`src/rotz_pkg.sv`:
```
// Package for the z-axis alignment matrix core: widths, constants and the
// item and cell structs. No dependencies.
`default_nettype none
package rotz_pkg;

  localparam int FRAC_BITS = 14;
  localparam int ONE       = 1 << FRAC_BITS;

  localparam int F_W      = 16;
  localparam int K_W      = 16;
  localparam int S_W      = 2 * F_W;
  localparam int SQ_STEPS = S_W / 2;
  localparam int REM_W    = K_W + 1;
  localparam int D_W      = K_W + 1;
  localparam int Q_W      = FRAC_BITS + 1;
  localparam int N_W      = ((F_W + FRAC_BITS > S_W - 1) ? F_W + FRAC_BITS : S_W - 1) + 1;
  localparam int C_W      = D_W + FRAC_BITS + 1;
  localparam int CMP_W    = (N_W > C_W) ? N_W : C_W;
  localparam int LANES    = 4;

  localparam int TOL_W  = 10;
  localparam int ADDR_W = 3;
  localparam int DATA_W = 32;
  localparam logic [ADDR_W-3:0] REG_ZERO_TOL = 1'b0;
  localparam logic [TOL_W-1:0]  TOL_RESET    = 10'd1;

  // lane order of the divider: m00, m01, m10, m11
  localparam int L_M00 = 0;
  localparam int L_M01 = 1;
  localparam int L_M10 = 2;
  localparam int L_M11 = 3;

  typedef struct packed {
    logic signed [F_W-1:0] vec_x;
    logic signed [F_W-1:0] vec_y;
    logic signed [F_W-1:0] vec_z;
  } in_t;

  typedef struct packed {
    logic signed [F_W-1:0] m00;
    logic signed [F_W-1:0] m01;
    logic signed [F_W-1:0] m02;
    logic signed [F_W-1:0] m10;
    logic signed [F_W-1:0] m11;
    logic signed [F_W-1:0] m12;
    logic signed [F_W-1:0] m20;
    logic signed [F_W-1:0] m21;
    logic signed [F_W-1:0] m22;
    logic                  degenerate;
  } out_t;

  typedef struct packed {
    logic [REM_W-1:0] rem;
    logic [K_W-1:0]   root;
    logic [S_W-1:0]   sbits;
  } sq_t;

  typedef struct packed {
    logic [D_W-1:0]                  d;
    logic [LANES-1:0][D_W-1:0]       p;
    logic [LANES-1:0][Q_W-1:0]       nr;
    logic [LANES-1:0][Q_W-1:0]       q;
  } dv_t;

  typedef struct packed {
    logic signed [F_W-1:0] x;
    logic signed [F_W-1:0] y;
    logic signed [F_W-1:0] z;
    logic signed [S_W-1:0] xz;
    logic signed [S_W-1:0] yz;
    logic                  deg;
  } sside_t;

  typedef struct packed {
    logic signed [F_W-1:0] x;
    logic signed [F_W-1:0] y;
    logic signed [F_W-1:0] z;
    logic [K_W-1:0]        k;
    logic                  deg;
    logic [LANES-1:0]      sat;
    logic [LANES-1:0]      neg;
  } fside_t;

endpackage
`default_nettype wire

```
`src/rotz_div_cell.sv`:
```
// One cell of the divider chain: one quotient bit per cycle while en
// is high, for all four lanes, sharing one divisor. Depends on rotz_pkg.
`default_nettype none
module rotz_div_cell (
  input  logic          clk,
  input  logic          en,
  input  rotz_pkg::dv_t din,
  output rotz_pkg::dv_t dout
);
  import rotz_pkg::*;

  logic [D_W:0] cur;
  dv_t          dout_next;

  always_comb begin
    dout_next.d = din.d;
    for (int i = 0; i < LANES; i++) begin
      cur = {din.p[i], din.nr[i][Q_W-1]};
      dout_next.nr[i] = {din.nr[i][Q_W-2:0], 1'b0};
      if (cur >= {1'b0, din.d}) begin
        dout_next.p[i] = D_W'(cur - {1'b0, din.d});
        dout_next.q[i] = {din.q[i][Q_W-2:0], 1'b1};
      end else begin
        dout_next.p[i] = D_W'(cur);
        dout_next.q[i] = {din.q[i][Q_W-2:0], 1'b0};
      end
    end
  end

  always_ff @(posedge clk) begin
    if (en) begin
      dout <= dout_next;
    end
  end

endmodule
`default_nettype wire

```
`config.mk`:
```
export PLATFORM = sky130hd
export DESIGN_NAME = rotz_div_cell
export DESIGN_NICKNAME = d
export VERILOG_FILES = /design/src/rotz_pkg.sv /design/src/rotz_div_cell.sv
export SDC_FILE = /design/constraint.sdc
export NUM_CORES = 1
export LEC_CHECK = 0
export ABC_AREA = 1
export BUFFER_PORTS_ARGS = -buffer_cell sky130_fd_sc_hd__clkbuf_2
export CAP_MARGIN = 30
export CELL_PAD_IN_SITES_DETAIL_PLACEMENT = 1
export CELL_PAD_IN_SITES_GLOBAL_PLACEMENT = 1
export CORE_ASPECT_RATIO = 1.1
export CORE_MARGIN = 5
export CORE_UTILIZATION = 40
export CTS_CLUSTER_DIAMETER = 30
export DETAILED_ROUTE_END_ITERATION = 16
export HOLD_SLACK_MARGIN = 0.08
export PLACE_DENSITY = 0.88
export SYNTH_ARGS = -nofsm -noshare
export SYNTH_HDL_FRONTEND = slang
export SYNTH_SLANG_ARGS = --single-unit
```
`constraint.sdc`:
```
create_clock -name clk -period 4.4 [get_ports clk]
set_input_delay 0 -clock clk [delete_from_list [all_inputs] [get_ports clk]]
set_output_delay 0 -clock clk [all_outputs]
set_load 0.005 [all_outputs]
```
* Yosys cells after proc, flatten, opt, wreduce, memory -nomap -nowiden
Index checks and enable logic that the tools add are counted.
W data, S select, Z words.
** Storage, ports and cells
- Register bits after elaboration :: 201
- Output and inout port bits :: 205
- Bits in latches :: 0
- Logic and storage cells :: 29
- Memories kept :: 0
- Bits in writable memories :: 0
- ROM bits :: 0
** Cells by class
- Shift-type cells :: 0
- Divide/modulo/power cells :: 0
- Add/subtract/negate cells :: 4
- Equal/unequal tests :: 0
- Magnitude comparators :: 4
- Bitwise logic cells :: 0
- Mux-type cells :: 8
- $mul :: 0
- Reduce and logical (&&, ||, !) cells :: 0
** Operators with widths (count)
- $ge A18 B17 Y1 :: 4
- $mux W17 :: 4
- $sub A17 B17 Y17 :: 4
- $mux W1 :: 4

* Depth between registers and ports, before layout
- Word-level depth :: 2
- Depth in mapped cells :: 15

* Least setup slack after synthesis
No wires, ideal clock.
- Path kind :: input to register
- From :: input port din[119] in the netlist's numbering
- To :: register dout[173] in the netlist's numbering, data pin
- Data required time :: 4.148 ns
- Stages :: 15
- Library setup time :: 0.252 ns
- Path buffers :: 1
- Setup slack :: 2.686 ns
- Arrival time :: 1.462 ns
- Cells stage by stage :: inv_1 ha_1 inv_1 fa_1 nand2_1 nand2_1 nand3b_1 nand2_1 nand2_1 nand2_2 nand2_4 nand2_4 buf_6 nand2_1 nand2_1
** RTL lines
- from (decl) :: line rotz_div_cell.sv:7 : input rotz_pkg::dv_t din,
- to (signal assigned) :: line rotz_div_cell.sv:32 : dout <= dout_next;
- to (decl) :: line rotz_div_cell.sv:8 : output rotz_pkg::dv_t dout

==> summary.md <==
| Metric | Value |
|---|---|
| Startpoint Class | input port |
| Max reg flops | 201 |
| CP endpoint kind | register |
| Largest net degree at the start of global routing | 95 |
| Number of library cell types mapped by synthesis | 32 |
| Worst Path Required | 4.66 ns |
| Ports | 412 |
| Nets | 2245 |
| Unrepaired setup endpoints after global routing | no |
| Critical path arrival | 3.16 ns |
| Synth Area per Inst | 8.709 sq um |
| Via density | 5.525 |
| CTS tree | yes |
| Static Leak | 9.127 nW |
| First-pass GRT wire length | 91.29 mm |
| Core footprint | 0.02863 sq mm |
| Setup TNS | 0 ns |
| Share of cells above drive strength 1 | 25.74% |
| Final wirelength | 65.55 mm |
| Most frequent cells in the layout | nand2_1, clkbuf_2, inv_1 |
| Die Ht | 188.5 microns |
| Rows | 65 |
| Status | finished clean |
| GP Congestion | 0.9102 |
| # fillers | 3386 |
| Post-synthesis sequential area ratio | 52.11% |
| CTS resizes | 0 |
| CTS buffer count | 44 |
| DRT Pass-1 Iters | 7 |
| Post-synthesis register bit count | 201 |
| PwrDens | 450.2 mW/mm^2 |
| Final min period | 2.899 ns |
| Largest regs | dout: 201 flops |
| Max_cap viols | 0 |
| WHS | 0.1566 ns |
| Syn Inst Count | 1330 |
| Fin. max-slew vios | 0 |
| Multi-input logic area | 0.004591 sq mm |
| NetSw | 2.414 mW |
| Maximum clock path buffer count | 3 |
| Number of clock sinks | 201 |
| Most common cell after layout, fill and taps aside | nand2_1 |
| HPWL Detailed | 36.48 mm |
| Top reg by flops | dout |
| Combinational power share | 19.6% |
| Setup-failing EPs final | 0 |
| CTS Root Cell | clkbuf_16 |
| Worst hold path type | input port to register |
| Port Buf Inserts | 403 |
| Register area | 0.006036 sq mm |
| Initial DRC count | 1320 |
| Clock power frac | 49.4% |
| Synth Cell Area | 0.01158 sq mm |
| Die area | 0.03247 sq mm |
| Routed WL per cell | 27.54 microns |
| Synth warn | 0 |
| Crit Path Class | input port to register |
| Net Sw Frac | 30.38% |
| Die width | 172.3 microns |
| Initial core utilization | 40.46% |
| Final Cycle Share | 65.90% |
| Area grow syn2layout | 52.34% |
| Final ANT Viol Nets | 0 |
| Crit Path Max Fanout | 18 |
| Fin. Hold Viols | 0 |
| Grt ovf | 0 |
| CTS H-Tree Depth | 2 |
| Worst vdd ir | 0.0002977 V |
| Worst-path clk slew | 0.06 ns |
| Initial antenna violation count | 7 |
| Internal power | 5.530 mW |
| DR vias | 13150 |
| Vias in the first global route | 14060 |
| # DRC | 0 |
| Worst Max-Slew Pin Slew | 0.8706 ns |
| Maximum clock frequency | 0.3449 GHz |
| GR Util All Layers | 37.90% |
| Rel. slew slack | 41.96% |
| Sequential Power Share | 31.0% |
## path summary, 6_finish.rpt
path	startpoint	to	slack, ns	depth (start not counted)
setup / recovery	din[198]	dout[160]	1.50	14
hold / removal	din[187]	dout[174]	0.16	5
## critical path, stage by stage
cell and delay (ns):
dlygate4sd3_1 0.54, clkbuf_2 0.12, inv_1 0.37, ha_1 0.42
nand2_1 0.16, inv_1 0.08, nand2_1 0.10, nor2_1 0.08
nand2_1 0.08, nand2_2 0.07, nor2_4 0.48, nand2_4 0.31
nand2_1 0.17, nand2_1 0.15
## through the flow
stage | util (%) | instance area (sq um) | setup slack, ns | instances | total power, mW
finish | 61.64 | 17650 | 1.501 | 2380 | 7.944
global route | 61.61 | 17640 | 1.464 | 2376 | 8.165
CTS | 61.55 | 17620 | 1.822 | 2369 | 7.666
detailed placement | 48.85 | 13980 | 1.909 | 2091 | 3.687
global placement | 48.85 | 13980 | 1.977 | 2091 | 3.623
floorplan | - | 11590 | 2.686 | 1333 | 3.081
## metal layers
metal  global-route usage, %  vias to the layer above  share of wire, %
li1                        -                     5561                 -
met1                   40.89                     6315                34
met2                   63.82                      955                47
met3                   12.17                      318                11
met4                   23.50                        0               8.1
met5                       0                        -                 0
## what timing repair did
| action | 4_1_cts | 5_1_grt |
|---|---|---|
| hold endpoints to repair | 197 | 0 |
| hold buffers | 197 | 0 |
| buffers inserted | 0 | 0 |
## Yosys cell counts
| master | instances | area, sq um |
|---|---|---|
| buf_6 | 4 | 45.04 |
| nand4_1 | 7 | 43.79 |
| ha_1 | 68 | 850.8 |
| nand3_1 | 120 | 600.6 |
| nand2_1 | 524 | 1967 |
| o21a_1 | 2 | 15.01 |
| inv_2 | 7 | 26.28 |
| xnor2_1 | 3 | 26.28 |
| buf_2 | 6 | 30.03 |
| nor2_1 | 49 | 183.9 |
| nor4_4 | 3 | 63.81 |
| clkinv_1 | 1 | 3.750 |
| nor3_1 | 6 | 30.03 |
| or2_1 | 4 | 25.02 |
| inv_1 | 216 | 810.8 |
| a21oi_2 | 1 | 8.760 |
| o21ai_2 | 1 | 8.760 |
| xor2_1 | 25 | 219.0 |
| o21ai_1 | 1 | 5.000 |
| nor3_4 | 1 | 16.27 |
| a21oi_1 | 37 | 185.2 |
| edfxtp_1 | 201 | 6036 |
| nand3b_1 | 2 | 15.01 |
| conb_1 | 1 | 3.750 |
| nor2_4 | 3 | 33.78 |
| and3_1 | 3 | 18.77 |
| nand2_2 | 8 | 50.05 |
| nor2_2 | 3 | 18.77 |
| buf_4 | 7 | 52.55 |
| nand2_4 | 7 | 78.83 |
| and2_1 | 5 | 31.28 |
| fa_1 | 4 | 80.08 |
## layout make-up
| class | count | area share, % |
|---|---|---|
| antenna | 11 | 0.1560 |
| clock buffer | 45 | 6.261 |
| clock inverter | 36 | 3.169 |
| inverter | 224 | 4.765 |
| multi-input combinational | 891 | 26.01 |
| sequential | 201 | 34.20 |
| tap | 368 | 2.609 |
| timing repair buffer | 604 | 22.82 |
## cells by family after synthesis
logic type	Yosys count	synth area share, %
xor gates and xnor gates	28	2.117
adders and majority gates	72	8.036
buffers and inverters	241	8.360
and+or+nand+nor	745	27.43
other	1	0.03237
AOI/OAI and AO/OA	42	1.923
DFF	201	52.11
## power by group through the flow
| stage | Combinational, mW | Clock [mW] | Sequential, mW |
|---|---|---|---|
| 5_1_grt | 1.65 | 4.04 | 2.47 |
| 3_3_place_gp | 1.18 | 0 | 2.44 |
| 6_report | 1.55 | 3.93 | 2.46 |
| 4_1_cts | 1.42 | 3.81 | 2.43 |
| 3_5_place_dp | 1.23 | 0 | 2.46 |
| 2_1_floorplan | 0.613 | 0 | 2.47 |
(Power assumes the default switching activity.)
