[config.mk]
export PLATFORM = sky130hd
export DESIGN_NAME = rotz_sqrt_cell
export DESIGN_NICKNAME = d
export VERILOG_FILES = /design/src/rotz_pkg.sv /design/src/rotz_sqrt_cell.sv
export SDC_FILE = /design/constraint.sdc
export NUM_CORES = 1
export LEC_CHECK = 0
export ABC_AREA = 1
export ABC_CLOCK_PERIOD_IN_PS = 5000
export BUFFER_PORTS_ARGS = -buffer_cell sky130_fd_sc_hd__buf_2
export CAP_MARGIN = 20
export CELL_PAD_IN_SITES_DETAIL_PLACEMENT = 1
export CELL_PAD_IN_SITES_GLOBAL_PLACEMENT = 1
export CORE_MARGIN = 1
export CORE_UTILIZATION = 39
export DETAILED_ROUTE_END_ITERATION = 16
export HOLD_SLACK_MARGIN = 0.08
export PLACE_DENSITY = 0.89
export REMOVE_ABC_BUFFERS = 1
export SYNTH_ARGS = -nofsm -noshare
export SYNTH_HDL_FRONTEND = slang
export SYNTH_SLANG_ARGS = --single-unit
[constraint.sdc]
create_clock -name clk -period 5 [get_ports clk]
set_input_delay 0.5 -clock clk [delete_from_list [all_inputs] [get_ports clk]]
set_output_delay 0.5 -clock clk [all_outputs]
set_load 0.03 [all_outputs]
[src/rotz_pkg.sv]
// Package for the z-axis alignment matrix core: widths, constants and the
// item and cell structs. No dependencies.
`default_nettype none
package rotz_pkg;

  localparam int FRAC_BITS = 14;
  localparam int ONE       = 1 << FRAC_BITS;

  localparam int F_W      = 16;
  localparam int K_W      = 16;
  localparam int S_W      = 2 * F_W;
  localparam int SQ_STEPS = S_W / 2;
  localparam int REM_W    = K_W + 1;
  localparam int D_W      = K_W + 1;
  localparam int Q_W      = FRAC_BITS + 1;
  localparam int N_W      = ((F_W + FRAC_BITS > S_W - 1) ? F_W + FRAC_BITS : S_W - 1) + 1;
  localparam int C_W      = D_W + FRAC_BITS + 1;
  localparam int CMP_W    = (N_W > C_W) ? N_W : C_W;
  localparam int LANES    = 4;

  localparam int TOL_W  = 10;
  localparam int ADDR_W = 3;
  localparam int DATA_W = 32;
  localparam logic [ADDR_W-3:0] REG_ZERO_TOL = 1'b0;
  localparam logic [TOL_W-1:0]  TOL_RESET    = 10'd1;

  // lane order of the divider: m00, m01, m10, m11
  localparam int L_M00 = 0;
  localparam int L_M01 = 1;
  localparam int L_M10 = 2;
  localparam int L_M11 = 3;

  typedef struct packed {
    logic signed [F_W-1:0] vec_x;
    logic signed [F_W-1:0] vec_y;
    logic signed [F_W-1:0] vec_z;
  } in_t;

  typedef struct packed {
    logic signed [F_W-1:0] m00;
    logic signed [F_W-1:0] m01;
    logic signed [F_W-1:0] m02;
    logic signed [F_W-1:0] m10;
    logic signed [F_W-1:0] m11;
    logic signed [F_W-1:0] m12;
    logic signed [F_W-1:0] m20;
    logic signed [F_W-1:0] m21;
    logic signed [F_W-1:0] m22;
    logic                  degenerate;
  } out_t;

  typedef struct packed {
    logic [REM_W-1:0] rem;
    logic [K_W-1:0]   root;
    logic [S_W-1:0]   sbits;
  } sq_t;

  typedef struct packed {
    logic [D_W-1:0]                  d;
    logic [LANES-1:0][D_W-1:0]       p;
    logic [LANES-1:0][Q_W-1:0]       nr;
    logic [LANES-1:0][Q_W-1:0]       q;
  } dv_t;

  typedef struct packed {
    logic signed [F_W-1:0] x;
    logic signed [F_W-1:0] y;
    logic signed [F_W-1:0] z;
    logic signed [S_W-1:0] xz;
    logic signed [S_W-1:0] yz;
    logic                  deg;
  } sside_t;

  typedef struct packed {
    logic signed [F_W-1:0] x;
    logic signed [F_W-1:0] y;
    logic signed [F_W-1:0] z;
    logic [K_W-1:0]        k;
    logic                  deg;
    logic [LANES-1:0]      sat;
    logic [LANES-1:0]      neg;
  } fside_t;

endpackage
`default_nettype wire

[src/rotz_sqrt_cell.sv]
// One cell of the square root chain: resolves one root bit per
// cycle while en is high. Depends on rotz_pkg.
`default_nettype none
module rotz_sqrt_cell (
  input  logic          clk,
  input  logic          en,
  input  rotz_pkg::sq_t din,
  output rotz_pkg::sq_t dout
);
  import rotz_pkg::*;

  logic [REM_W+1:0] cur;
  logic [REM_W:0]   trial;
  sq_t              dout_next;

  always_comb begin
    cur   = {din.rem, din.sbits[S_W-1 -: 2]};
    trial = {din.root, 2'b01};
    dout_next.sbits = {din.sbits[S_W-3:0], 2'b00};
    if (cur >= {1'b0, trial}) begin
      dout_next.rem  = REM_W'(cur - {1'b0, trial});
      dout_next.root = {din.root[K_W-2:0], 1'b1};
    end else begin
      dout_next.rem  = REM_W'(cur);
      dout_next.root = {din.root[K_W-2:0], 1'b0};
    end
  end

  always_ff @(posedge clk) begin
    if (en) begin
      dout <= dout_next;
    end
  end

endmodule
`default_nettype wire

======== Yosys cells after proc, flatten, opt, wreduce, memory -nomap -nowiden ========
Index checks and enable logic that the tools add are counted.
cells by class
  add/sub/neg operators ................... 1
  $lt $le $gt $ge ......................... 1
  mux-type cells .......................... 1
operator list
  operator        number
  $mux 33         1
  $ge 19x18->1    1
  $sub 17x17->17  1
word-level totals
  register bits ........................... 63
  output and inout bits ................... 65

======== Logic depth before layout (Yosys ltp) ========
Gate-level depths: netlist of run 1.
  word-level depth ........................ 2
  gate-level depth with buffers ........... 13

======== Least setup slack after synthesis of run 1 ========
No wires, ideal clock.
  path kind ............................... in2reg
  start point ............................. input port din[40] in the netlist's numbering
  end point ............................... register dout[52] in the netlist's numbering (data pin)
  setup time .............................. 0.252 ns
  arrival time ............................ 1.746 ns
  data required time ...................... 4.748 ns
  setup slack ............................. 3.002 ns
  cell stages on the path ................. 13
  buffers on the path ..................... 1
  path through ............................ inv_1 -> ha_1 -> nand2_2 -> inv_2 -> nand2_1 -> nand2_1 -> inv_2 -> nand3_4 -> nand2_8 -> nand2_8 -> buf_12 -> nand2_2 -> nand2_2
RTL lines
  what                    RTL line              text
  start: declaration      rotz_sqrt_cell.sv:7   input rotz_pkg::sq_t din,
  end signal: assignment  rotz_sqrt_cell.sv:31  dout <= dout_next;
  end: declaration        rotz_sqrt_cell.sv:8   output rotz_pkg::sq_t dout

==> out/metrics.csv, run 1 <==
stage,metric,value,unit
min_path,Hold Path Class,in2reg,
global_routing,global-route wire length before repair,13900,um
sta,setup TNS,0,ps
logic_synthesis,Mapped Cells,360,
finish,layout cells sized above 1,35.9,%
logic_synthesis,Synth Warn #,0,
drt,Vias,2899,
worst_setup_path,startpoint types,primary input,
finish,Largest regs,dout (63),
clock_network,cts bufs inserted,9,
pwr,Seq pwr share,44.1,%
sta,RSZ-0062 raised after global routing,no,
clock_network,CTS tree,built,
floorplanning,Starting Density,41.2,%
place,DP Area,4190,sq um
sta,# setup viols final,0,
logic_synthesis,synthesized area,3450,sq um
worst_setup_path,Critical Path End Type,flop,
clock_network,"Hold-fix buffers, CTS",0,
drt,Residual DRC,0,
floorplanning,Die X,96.1,um
logic_synthesis,post-synthesis sequential area ratio,54.8,%
sta,fmax,460,MHz
floorplanning,chip height,96.1,um
pwr,PwrDens,338,nW/um^2
run_status,status,"complete, no violations",
sta,post-layout min period,2170,ps
worst_setup_path,CP max FO,18,
sta,final hold violation count,0,
pwr,Sw Ratio,33.3,%
global_routing,largest net degree at the start of global routing,64,
logic_synthesis,synthesis-stage register bit count,63,
worst_setup_path,kind of critical path,in2reg,
finish,# diodes,0,
clock_network,clock sinks,63,
finish,fillcell total,1037,
finish,fin nets,582,
place,HPWL Detailed,6790,um
pwr,LEAKAGE,2.26,nW
min_path,HP Start,din[15],
drt,DR WL/cell,14.5,um
logic_synthesis,adder-cell share of the synthesized area,6.52,%
drt,drt total wl,8780,um
finish,most frequent cells in the layout,"buf_2, nand2_1, edfxtp_1",
finish,Reg with most FFs,dout,
finish,max reg flops,63,
worst_setup_path,Worst EP required,5100,ps
drt,Antenna Violating Nets Remaining,0,
sta,Worst Tran Pin Value,788,ps
global_routing,vias in the first global route,3063,
finish,"commonest non-fill, non-tap cell in the layout",buf_2,
pwr,Clock Power Share,30.0,%
pwr,P_sw,0.000495,W
floorplanning,Ports,132,
clock_network,postcts setup bufs,0,
pwr,Int Power,0.000990,W
global_routing,global-route congestion overflow total,0,
global_routing,GR Util All Layers,20.2,%
logic_synthesis,Syn Area/Cell,9.59,sq um
clock_network,deepest clock path buffer count,2,
place,Placer Congestion,0.870,
place,Buffers on Ports,129,
logic_synthesis,xor/xnor cell area share of the yosys netlist,1.78,%
finish,Finished Cell Area,4390,sq um
drt,DR iter-0 viols,89,
clock_network,Post-CTS Resized,0,
drt,DR pass1 iterations,4,
sta,fin crit share,43.5,%
min_path,Worst Hold Depth,1,
logic_synthesis,main combinational cell family by area after synthesis,simple AND/OR/NAND/NOR gates,
sta,Slew HR,47.5,%
clock_network,clock root buffer,clkbuf_8,
drt,number of vias per cell,4.78,
logic_synthesis,post-synthesis compound-gate area fraction,2.39,%
global_routing,initial antenna violation count,0,
logic_synthesis,"Distinct cells, synth",25,
clock_network,"Reg clk slew, reported paths",80,ps
floorplanning,row cnt,33,
logic_synthesis,Post-Synth Simple-Gate Area,25.8,%
pwr,Peak supply drop,121,uV
clock_network,H-tree depth,3,
logic_synthesis,multiplexer share of the synthesized area,0,%
worst_setup_path,Crit. Startpoint,din[40],
worst_setup_path,CP arrival,2280,ps
floorplanning,Die Footprint,9240,sq um
floorplanning,core area,8380,sq um
flow_run,max_cap viols,0,
sta,max-slew violation count,0,
finish,area grow syn2layout,27.1,%
pwr,combinational share of power,25.9,%
worst paths after layout:
check	endpoint	slack [ps]
setup / recovery	dout[61]	2830
hold / removal	dout[17]	330
Yosys cell counts, drive strengths merged:
cell type	n	share of area [%]
a21oi	12	1.8
buf	5	1.4
conb	1	0.11
edfxtp	63	55
ha	18	6.5
inv	66	7.2
nand2	135	17
nand3	32	5.1
nand3b	1	0.33
nand4	3	0.54
nor2	12	2.3
nor3	3	0.43
o21bai	1	0.54
or2	1	0.18
xnor2	2	0.51
xor2	5	1.3
metrics by stage:
stage / total power (W) / cells / util, % / hold slack, ps / setup slack [ps]
floorplan: 0.000927 / 356 / - / 599 / 2960
global placement: 0.00104 / 591 / 50.0 / 677 / 2520
detailed placement: 0.00105 / 591 / 50.0 / 678 / 2450
CTS: 0.00150 / 607 / 52.4 / 313 / 2830
global route: 0.00156 / 607 / 52.4 / 307 / 2650
finish: 0.00149 / 607 / 52.4 / 328 / 2830
power groups by stage:
stage	sequential, W	combinational, W	clock (W)
detailed placement	0.000667	0.000387	0
CTS	0.000656	0.000389	0.000453
global route	0.000661	0.000424	0.000477
finish	0.000654	0.000385	0.000445
floorplan	0.000774	0.000152	0
global placement	0.000665	0.000372	0
routing by layer:
layer | part of all wire, % | global-route usage, % | vias up
met5 | 0 | 0 | -
met4 | 1.9 | 7.09 | 0
met3 | 7.7 | 6.00 | 16
met2 | 50 | 36.1 | 103
met1 | 40 | 22.7 | 1351
li1 | - | - | 1429
worst max-delay path, cell delays in order:
cell	delay, ps
buf_2	100
inv_1	50
ha_1	370
nand2_2	150
nor2_4	60
nand2_2	80
o21bai_4	80
nor2_4	440
nand2_8	230
nand2_1	140
nand2_1	60
cell type report:
cell class              count  area, sq um  share of cell area (%)
clock buffers               9          124                    2.82
clock inverters             7         72.6                    1.65
inverters                  66          248                    5.65
multi-input cells         227         1270                    28.9
flip-flops and latches     63         1890                    43.1
well taps                 105          131                    2.99
repair buffers            130          653                    14.9
cell families after synthesis:
family / after synthesis
simple gates: 187
buf+inv: 71
flops: 63
fa+ha+maj: 18
compound gates: 13
xor+xnor: 7
other cells: 1
No activity file was read; power rests on OpenSTA's default activity.
==> run 2, diff against run 1 <==
- ABC_CLOCK_PERIOD_IN_PS: 5000 -> 1750
- CORE_UTILIZATION: 39 -> 33
- PLACE_DENSITY: 0.89 -> 0.81
- clock period: 5 -> 1.75 ns (I/O delays scaled with it)
==> out/metrics.csv, run 2 (synthesis gave the netlist of run 1 again) <==
stage,metric,value,unit,change
drt,DR pass1 iterations,4,,unchanged
drt,Residual DRC,0,,unchanged
worst_setup_path,crit-path cells,buf_2 > inv_1 > ha_1 > nand2_1 > nor2_1 > nand2_1 > a21oi_2 > nor2_4 > buf_4 > nand3_1 > nand2_1,,was buf_2 > inv_1 > ha_1 > nand2_2 > nor2_4 > nand2_2 > o21bai_4 > nor2_4 > nand2_8 > nand2_1 > nand2_1
floorplanning,Starting Density,34.7,%,was 41.2%
sta,final hold violation count,0,,unchanged
sta,max-slew violation count,0,,unchanged
drt,Vias,3214,,"was 2,899"
worst_setup_path,CP max-delay cell,ha_1,,was nor2_4
finish,max reg flops,63,,unchanged
finish,"commonest non-fill, non-tap cell in the layout",buf_2,,unchanged
global_routing,initial antenna violation count,0,,unchanged
finish,Reg with most FFs,dout,,unchanged
sta,Fin Hold WS,103,ps,was 328 ps
global_routing,largest net degree at the start of global routing,64,,unchanged
finish,area grow syn2layout,48.8,%,was 27.1%
drt,DR WL/cell,14.9,um,was 14.5 um
worst_setup_path,kind of critical path,in2reg,,unchanged
finish,fin nets,664,,was 582
finish,# diodes,0,,unchanged
global_routing,vias in the first global route,3530,,"was 3,063"
flow_run,max_cap viols,0,,unchanged
run_status,status,"complete, no violations",,unchanged
sta,setup TNS,0,ps,unchanged
sta,fmax,633,MHz,
floorplanning,core area,9950,sq um,was 8380 sq um
floorplanning,row cnt,36,,was 33
place,Placer Congestion,0.813,,was 0.870
pwr,LEAKAGE,2.63,nW,was 2.26 nW
sta,# setup viols final,0,,unchanged
floorplanning,chip height,104,um,was 96.1 um
clock_network,clock root buffer,clkbuf_8,,unchanged
sta,fin crit share,90.2,%,
global_routing,global-route wire length before repair,17300,um,"was 13,900 um"
worst_setup_path,Crit. Startpoint,din[46],,was din[40]
drt,DR iter-0 viols,107,,was 89
drt,WL met3,512,um,was 679 um
drt,number of vias per cell,4.50,,was 4.78
clock_network,postcts setup bufs,0,,unchanged
drt,drt total wl,10600,um,was 8780 um
min_path,HP Start,din[37],,was din[15]
finish,Final Util,51.6,%,was 52.4%
worst_setup_path,worst stage delay on the critical path,310,ps,was 440 ps
finish,most frequent cells in the layout,"buf_2, nand2_1, edfxtp_1",,unchanged
floorplanning,Die Footprint,10900,sq um,was 9240 sq um
clock_network,clock sinks,63,,unchanged
place,Buffers on Ports,129,,unchanged
global_routing,global-route congestion overflow total,0,,unchanged
drt,DR WL met2,5460,um,was 4390 um
pwr,PwrDens,855,nW/um^2,was 338 nW/um^2
min_path,Hold Path Class,in2reg,,unchanged
global_routing,GR Util All Layers,20.5,%,was 20.2%
drt,Metal-1 WL,4470,um,was 3550 um
worst_setup_path,startpoint types,primary input,,unchanged
clock_network,deepest clock path buffer count,2,,unchanged
sta,RSZ-0062 raised after global routing,no,,unchanged
worst_setup_path,Critical Path End Type,flop,,unchanged
sta,post-layout min period,1580,ps,
worst_setup_path,Worst EP required,1850,ps,was 5100 ps
pwr,Peak supply drop,456,uV,was 121 uV
floorplanning,Ports,132,,unchanged
place,HPWL Detailed,7650,um,was 6790 um
finish,Largest regs,dout (63),,unchanged
clock_network,cts bufs inserted,9,,unchanged
worst_setup_path,CP arrival,1680,ps,was 2280 ps
clock_network,"Reg clk slew, reported paths",70,ps,was 80 ps
drt,Antenna Violating Nets Remaining,0,,unchanged
clock_network,CTS tree,built,,unchanged
finish,layout cells sized above 1,37.3,%,was 35.9%
clock_network,H-tree depth,3,,unchanged
drt,top layer used by detailed routing,met4,,unchanged
floorplanning,Die X,104,um,was 96.1 um
worst_setup_path,"most used cell, CP",nand2_1,,
clock_network,Post-CTS Resized,0,,unchanged
worst_setup_path,CP max FO,9,,was 18
-- run 2: worst paths after layout --
path / endpoint / cells after the start
worst max-delay path: dout[58] / 11
worst min-delay path: dout[38] / 2
-- run 2: power by group --
group	total (W)	switching [W]	leakage, nW	internal (W)
Sequential	0.00188	0.0000417	0.616	0.00184
Combinational	0.00130	0.000821	1.93	0.000484
Clock	0.00121	0.000574	0.0884	0.000631
Total	0.00439	0.00144	2.63	0.00295
-- run 2: per-stage QoR --
step | total power (W) | area, sq um | std cells | worst slack, ps
global placement | 0.00309 | 4530 | 658 | -124
floorplan | 0.00265 | 3410 | 356 | 34.8
global route | 0.00460 | 5140 | 715 | 44.2
finish | 0.00439 | 5140 | 715 | 171
detailed placement | 0.00313 | 4530 | 658 | -155
CTS | 0.00441 | 5140 | 715 | 175
-- run 2: repair_timing --
action,in CTS,in global routing
hold endpoints to repair,43,0
endpoints found under the setup margin,0,0
hold buffers,43,0
-- run 2: layout make-up --
type,instances,area [sq um]
Fill cell,1212,4820
Sequential cell,63,1890
Timing Repair Buffer,212,1390
Multi-Input combinational cell,227,1270
Inverter,66,248
Tap cell,133,166
Clock buffer,9,124
Clock inverter,5,51.3
-- run 2: layer usage --
metal / GRT usage, % / up-vias
met5: 0 / -
met4: 8.16 / 0
met3: 3.95 / 13
met2: 37.5 / 98
met1: 23.3 / 1517
li1: - / 1586
-- run 2: critical path, delay by kind of cell --
family	cells	cell delay, ps
simple gates	6	690
buf+inv	3	310
fa+ha+maj	1	310
compound gates	1	200
